==> src/spq_pkg.sv <==
package spq_pkg;

  localparam int DEPTH = 16;
  localparam int CNT_W = $clog2(DEPTH + 1);
  localparam int KEY_W = 32;
  localparam int TAG_W = 16;
  localparam int STAT_W = 2;

  localparam int IN_TDATA_W = ((KEY_W + TAG_W + 7) / 8) * 8;
  localparam int OUT_W = STAT_W + KEY_W + TAG_W + CNT_W;
  localparam int OUT_TDATA_W = ((OUT_W + 7) / 8) * 8;

  localparam logic ACT_INSERT = 1'b0;
  localparam logic ACT_REMOVE = 1'b1;

  localparam logic [STAT_W-1:0] STAT_OK = 2'd0;
  localparam logic [STAT_W-1:0] STAT_FULL = 2'd1;
  localparam logic [STAT_W-1:0] STAT_EMPTY = 2'd2;

  typedef struct packed {
    logic capture;
    logic exec;
  } cmd_t;

endpackage

==> src/spq_ctrl.sv <==
module spq_ctrl (
  input  logic              clk,
  input  logic              rst,
  input  logic              s_tvalid,
  output logic              s_tready,
  output logic              m_tvalid,
  input  logic              m_tready,
  output spq_pkg::cmd_t     cmd
);

  localparam logic ST_IDLE = 1'b0;
  localparam logic ST_EXEC = 1'b1;

  logic state;
  logic state_next;
  logic out_free;

  assign s_tready = (state == ST_IDLE);
  assign out_free = !m_tvalid || m_tready;
  assign cmd.capture = s_tvalid && s_tready;
  assign cmd.exec = (state == ST_EXEC) && out_free;

  always_comb begin
    state_next = state;
    unique case (state)
      ST_IDLE: begin
        if (cmd.capture) state_next = ST_EXEC;
      end
      ST_EXEC: begin
        if (out_free) state_next = ST_IDLE;
      end
      default: state_next = ST_IDLE;
    endcase
  end

  always_ff @(posedge clk) begin
    if (rst) begin
      state <= ST_IDLE;
      m_tvalid <= 1'b0;
    end else begin
      state <= state_next;
      if (cmd.exec) begin
        m_tvalid <= 1'b1;
      end else if (m_tready) begin
        m_tvalid <= 1'b0;
      end
    end
  end

  a_capture_then_exec: assert property (@(posedge clk) disable iff (rst)
    cmd.capture |=> (state == ST_EXEC))
    else $error("capture not followed by exec state");

  a_exec_needs_room: assert property (@(posedge clk) disable iff (rst)
    cmd.exec |-> (!m_tvalid || m_tready))
    else $error("result overwritten while waiting");

  a_no_capture_in_exec: assert property (@(posedge clk) disable iff (rst)
    (state == ST_EXEC) |-> !cmd.capture)
    else $error("word taken while busy");

endmodule

==> src/spq_dp.sv <==
module spq_dp (
  input  logic                                 clk,
  input  logic                                 rst,
  input  spq_pkg::cmd_t                        cmd,
  input  logic                                 in_action,
  input  logic [spq_pkg::KEY_W-1:0]            in_key,
  input  logic [spq_pkg::TAG_W-1:0]            in_tag,
  output logic [spq_pkg::OUT_TDATA_W-1:0]      result
);

  logic [spq_pkg::KEY_W-1:0] keys [spq_pkg::DEPTH];
  logic [spq_pkg::TAG_W-1:0] tags [spq_pkg::DEPTH];
  logic [spq_pkg::CNT_W-1:0] count;
  logic [spq_pkg::CNT_W-1:0] count_next;

  logic                      act;
  logic [spq_pkg::KEY_W-1:0] ikey;
  logic [spq_pkg::TAG_W-1:0] itag;
  logic [spq_pkg::DEPTH-1:0] le;
  logic [spq_pkg::DEPTH-1:0] le_next;

  logic                      full;
  logic                      empty;
  logic                      do_ins;
  logic                      do_rem;

  logic [spq_pkg::STAT_W-1:0] res_status;
  logic [spq_pkg::KEY_W-1:0]  res_key;
  logic [spq_pkg::TAG_W-1:0]  res_tag;
  logic [spq_pkg::CNT_W-1:0]  res_occ;

  assign full = (count == spq_pkg::CNT_W'(spq_pkg::DEPTH));
  assign empty = (count == '0);
  assign do_ins = cmd.exec && (act == spq_pkg::ACT_INSERT) && !full;
  assign do_rem = cmd.exec && (act == spq_pkg::ACT_REMOVE) && !empty;

  // per-entry compare against the incoming key
  genvar g;
  generate
    for (g = 0; g < spq_pkg::DEPTH; g++) begin : g_cmp
      assign le_next[g] = (spq_pkg::CNT_W'(g) < count) && (keys[g] <= in_key);
    end
  endgenerate

  always_ff @(posedge clk) begin
    if (cmd.capture) begin
      act <= in_action;
      ikey <= in_key;
      itag <= in_tag;
      le <= le_next;
    end
  end

  // insert: keep below slot, new word at slot, shift up above
  // remove: shift everything down by one
  generate
    for (g = 0; g < spq_pkg::DEPTH; g++) begin : g_entry
      always_ff @(posedge clk) begin
        if (do_ins) begin
          if (!le[g]) begin
            if (g == 0) begin
              keys[g] <= ikey;
              tags[g] <= itag;
            end else if (le[(g == 0) ? 0 : g - 1]) begin
              keys[g] <= ikey;
              tags[g] <= itag;
            end else begin
              keys[g] <= keys[(g == 0) ? 0 : g - 1];
              tags[g] <= tags[(g == 0) ? 0 : g - 1];
            end
          end
        end else if (do_rem) begin
          if (g < spq_pkg::DEPTH - 1) begin
            keys[g] <= keys[(g < spq_pkg::DEPTH - 1) ? g + 1 : g];
            tags[g] <= tags[(g < spq_pkg::DEPTH - 1) ? g + 1 : g];
          end
        end
      end
    end
  endgenerate

  always_comb begin
    count_next = count;
    if (do_ins) begin
      count_next = count + 1'b1;
    end else if (do_rem) begin
      count_next = count - 1'b1;
    end
  end

  always_ff @(posedge clk) begin
    if (rst) begin
      count <= '0;
    end else begin
      count <= count_next;
    end
  end

  always_ff @(posedge clk) begin
    if (cmd.exec) begin
      res_occ <= count_next;
      res_key <= '0;
      res_tag <= '0;
      res_status <= spq_pkg::STAT_OK;
      if (act == spq_pkg::ACT_INSERT) begin
        if (full) res_status <= spq_pkg::STAT_FULL;
      end else if (empty) begin
        res_status <= spq_pkg::STAT_EMPTY;
      end else begin
        res_key <= keys[0];
        res_tag <= tags[0];
      end
    end
  end

  assign result = spq_pkg::OUT_TDATA_W'({res_occ, res_tag, res_key, res_status});

  a_count_bound: assert property (@(posedge clk) disable iff (rst)
    count <= spq_pkg::CNT_W'(spq_pkg::DEPTH))
    else $error("occupancy beyond depth");

  a_insert_grows: assert property (@(posedge clk) disable iff (rst)
    do_ins |=> (count == $past(count) + 1'b1))
    else $error("insert did not grow queue");

  a_remove_shrinks: assert property (@(posedge clk) disable iff (rst)
    do_rem |=> (count == $past(count) - 1'b1))
    else $error("remove did not shrink queue");

endmodule

==> src/sorted_priority_queue.sv <==
// Sorted priority queue of up to spq_pkg::DEPTH entries (key 32 bits, tag 16 bits),
// kept in ascending key order with equal keys leaving first in, first out. Each
// input word is an insert (s_tuser 0) or a remove of the head (s_tuser 1), and
// each gives exactly one result word with a status, the removed key and tag, and
// the occupancy after the operation. For an item, the new key is first compared against
// every stored entry in parallel and the result registered; then the entry registers
// are shifted and the output register loaded, which waits until the output register is
// free or being drained. A new word is taken only once the last one's result is loaded.
module sorted_priority_queue (
  input  logic                               clk,
  input  logic                               rst,
  input  logic                               s_tvalid,
  output logic                               s_tready,
  // key [31:0], item_tag [47:32]
  input  logic [spq_pkg::IN_TDATA_W-1:0]     s_tdata,
  // action [0]
  input  logic [0:0]                         s_tuser,
  output logic                               m_tvalid,
  input  logic                               m_tready,
  // status [1:0], out_key [33:2], out_tag [49:34], occupancy [54:50]
  output logic [spq_pkg::OUT_TDATA_W-1:0]    m_tdata
);

  spq_pkg::cmd_t cmd;

  spq_ctrl u_ctrl (
    .clk      (clk),
    .rst      (rst),
    .s_tvalid (s_tvalid),
    .s_tready (s_tready),
    .m_tvalid (m_tvalid),
    .m_tready (m_tready),
    .cmd      (cmd)
  );

  spq_dp u_dp (
    .clk       (clk),
    .rst       (rst),
    .cmd       (cmd),
    .in_action (s_tuser[0]),
    .in_key    (s_tdata[spq_pkg::KEY_W-1:0]),
    .in_tag    (s_tdata[spq_pkg::KEY_W+spq_pkg::TAG_W-1:spq_pkg::KEY_W]),
    .result    (m_tdata)
  );

endmodule
==> config.mk <==
export PLATFORM = sky130hd
export DESIGN_NAME = sorted_priority_queue
export DESIGN_NICKNAME = d
export VERILOG_FILES = /design/src/spq_pkg.sv /design/src/spq_ctrl.sv /design/src/spq_dp.sv /design/src/sorted_priority_queue.sv
export SDC_FILE = /design/constraint.sdc
export NUM_CORES = 2
export LEC_CHECK = 0
export BUFFER_PORTS_ARGS = -buffer_cell sky130_fd_sc_hd__buf_4
export CAP_MARGIN = 5
export CORE_ASPECT_RATIO = 0.5
export CORE_MARGIN = 2
export CORE_UTILIZATION = 30
export DETAILED_ROUTE_END_ITERATION = 7
export GPL_TIMING_DRIVEN = 0
export PLACE_DENSITY = 0.47
export SLEW_MARGIN = 20
export SYNTH_ARGS = -nofsm -noshare
export SYNTH_HDL_FRONTEND = slang
export SYNTH_HIERARCHICAL = 1
export SYNTH_SLANG_ARGS = --single-unit
==> constraint.sdc <==
create_clock -name clk -period 5.8 [get_ports clk]
set_input_delay 0.29 -clock clk [delete_from_list [all_inputs] [get_ports clk]]
set_output_delay 0.29 -clock clk [all_outputs]
set_load 0.02 [all_outputs]
==> results.sh <==
export IMPL_outcome="complete, no violations"
export IMPL_cpPeakStageDelay_ns=0.77
export IMPL_nFillCells=18000
export IMPL_cts_sinks=895
export IMPL_grt_pass1_vias=42700
export IMPL_synth_flop_cell="edfxtp_1"
export IMPL_path_max_fanout=10
export IMPL_seq_area_frac_synth_pct=49.5
export IMPL_synth_async_sr_flop_share_pct=0
export IMPL_synth_edff_count=888
export IMPL_finalPower_w=0.0162
export IMPL_worstMarginPinSlew_ns=1.23
export IMPL_place_congestion=0.879
export IMPL_cts_resized=0
export IMPL_path_cells="clkbuf_1 -> inv_1 -> ha_1 -> nand2b_1 -> o21a_1 -> and2_1 -> buf_6 -> buf_6 -> buf_6 -> clkbuf_1 -> buf_2 -> nand2_1 -> o21ai_0"
export IMPL_finalMaxSlewViolations=0
export IMPL_clk_path_buf_depth=3
export IMPL_drt_initial_drc_count=3366
export IMPL_cp_arrival_ns=4.86
export IMPL_synth_top_area_share_pct=49.3
export IMPL_clk_latency_ns=0.73
export IMPL_wl_per_cell_um=22.9
export IMPL_cp_num_buf_inv=7
export IMPL_postSynthCellCount=4979
export IMPL_critPathLaunchType="flip-flop"
export IMPL_cts_tree="built"
export IMPL_ff2ff_setup_slack_ns=1.49
export IMPL_worstReg2RegEnd="u_dp/tags[0][31]$_DFFE_PP_"
export IMPL_setup_viol=0
export IMPL_power_density_nw_per_um2=258
export IMPL_ys_types=65
export IMPL_post_route_period_util_pct=74.4
export IMPL_syn2layout_area_growth_pct=16.4
export IMPL_yosys_area_top_type="edfxtp_1"
export IMPL_grt_antenna_before_repair=2
export IMPL_post_route_min_period_ns=4.31
export IMPL_vias=40900
export IMPL_synth_area_top_cells="edfxtp_1, ha_1, mux2i_1"
export IMPL_clock_root_buffer="clkbuf_16"
export IMPL_r2r_cells=13
export IMPL_dp_hpwl_mm=144
export IMPL_wl_mm=178
export IMPL_holdWs_ns=0.283
export IMPL_synth_fp_nets=5547
export IMPL_drive_gt1_share_pct=10.2
export IMPL_die_area_um2=184000
export IMPL_mostFrequentLayoutCells="nand2_1, edfxtp_1, mux2i_1"
export IMPL_cts_buffers=99
export IMPL_seqCellArea_um2=26800
export IMPL_grt_max_degree=43
export IMPL_maxSlewHeadroom_pct=17.3
export IMPL_ant_nets=0
export IMPL_track_usage_pct=18.9
export IMPL_path_clk_slew_ns=0.07
export IMPL_reg2reg_from="u_dp/count[1]$_SDFF_PP0_"
export IMPL_dieWidth_um=605
export IMPL_gr_total_overflow=0
export IMPL_fin_nets=5843
export IMPL_cp_endpoint="u_dp/tags[0][31]$_DFFE_PP_"
export IMPL_crit_start="u_dp/count[1]$_SDFF_PP0_"
export IMPL_core_area_um2=179000
export IMPL_via_per_inst=5.26
export IMPL_initial_core_util_pct=30.1
export IMPL_ios=111
export IMPL_ys_ff_latch=895
export IMPL_htree_levels=3
export IMPL_first_pass_iters=5
export IMPL_cp_required_ns=6.34
export IMPL_irDropWorstVdd_mv=0.232
export IMPL_dp_cells=7530
export IMPL_worst_path_max_delay_cell="clkbuf_1"
export IMPL_die_y_um=304
export IMPL_grt_pass1_wl_mm=264
export IMPL_worstSetupPathType="flip-flop to flip-flop"
export IMPL_cp_depth=13
export IMPL_worst_path_most_repeated_cell="buf_6"
export IMPL_multi_input_area_um2=25600
export IMPL_setup_tns_ns=0
export IMPL_synth_avg_cell_area_um2=10.9
export IMPL_portBuffers=109
export IMPL_final_common_cell="nand2_1"
export IMPL_finalNonFillerCells=7776
export IMPL_drc=0
export IMPL_synth_warnings=6
export IMPL_rsz0062_at_grt="false"
export IMPL_fmax_mhz=232
export IMPL_finalHoldViolations=0
export IMPL_syn_area_um2=54100
export IMPL_cp_top_family="buffers and inverters"
export IMPL_power_leakage_nw=21.5
export IMPL_cp_end_kind="flip-flop"
export IMPL_rows=110
export IMPL_cap_violations=0
export IMPL_hp_class="input port to flip-flop"
export IMPL_finClkSkew_ns=0.0267
final cells by class:
type	instances	share of cell area (%)
Clock inverter	64	1.09
Inverter	67	0.399
Sequential cell	895	42.6
Clock buffer	122	4.30
Tap cell	2408	4.78
Timing Repair Buffer	195	3.59
Multi-Input combinational cell	3713	40.7
Buffer	304	2.55
Antenna cell	8	0.0318
cells in the mapped netlist, drive strengths merged, types with 8 or more instances:
cell	instances
a2111oi	10
a211oi	8
a21o	57
a21oi	225
a221oi	20
a31oi	55
and2	57
and4	8
buf	157
clkbuf	147
edfxtp	888
ha	515
inv	67
mux2	48
mux2i	625
nand2	991
nand3	55
nand4	96
nor2	85
nor2b	15
nor3	34
nor4	31
o211ai	10
o21ai	706
layer usage:
metal	wire (µm)	share of wire, %	global-route usage (%)
met5	0	0	0
met4	4300	2.4	5.03
met3	7810	4.4	2.22
met2	80600	45	30.4
met1	85300	48	26.9
sequential cells by signal (all words and copies together), names as in the netlist:
signal	count
u_dp/itag	16
u_dp/res_occ	5
u_dp/tags	256
u_dp/ikey	32
u_ctrl/state	1
u_dp/act	1
u_dp/res_status	2
u_ctrl/m_tvalid	1
u_dp/res_tag	16
u_dp/keys	512
u_dp/res_key	32
u_dp/le	16
u_dp/count	5
stage by stage:
step,cell area [µm²],worst slack [ns],util (%)
2_1_floorplan,54100,-0.110,-
3_3_place_gp,57900,-3.55,32.3
3_5_place_dp,59000,1.63,32.9
4_1_cts,63000,1.59,35.1
5_1_grt,63000,1.38,35.1
6_report,63000,1.49,35.1
report_power, final:
group / switching [W] / leakage (nW) / total, W / internal [W]
Clock: 0.00284 / 1.65 / 0.00681 / 0.00397
Sequential: 0.000208 / 8.19 / 0.00764 / 0.00743
Combinational: 0.00110 / 11.6 / 0.00178 / 0.000682
repair_timing:
item,in CTS,in global routing
hold endpoints to repair,56,0
hold buffers,52,0
buffers inserted,0,0
cells by family (layout without fill, tap and decap cells):
family	count (synthesis)	count (layout)	synth area share [%]
AOI/OAI and AO/OA	1126	1126	11.4
xor gates and xnor gates	3	3	0.0486
adders and majority gates	515	515	11.9
buffers and inverters	371	752	3.42
DFF	895	895	49.5
muxes	673	673	12.6
other	1	9	0.00693
and+or+nand+nor	1395	1395	11.1
worst min path at each step:
stage,startpoint,to,slack (ns),cells past startpoint
finish,s_tuser,u_dp/act$_DFFE_PP_,0.28,2
global route,s_tdata[8],u_dp/ikey[8]$_DFFE_PP_,0.26,2
CTS,s_tuser,u_dp/act$_DFFE_PP_,0.23,2
detailed placement,s_tdata[40],u_dp/itag[8]$_DFFE_PP_,0.47,1
global placement,s_tuser,u_dp/act$_DFFE_PP_,0.47,1
floorplan,rst,u_ctrl/m_tvalid$_SDFFE_PP0P_,0.36,1
(Power assumes the default switching activity.)
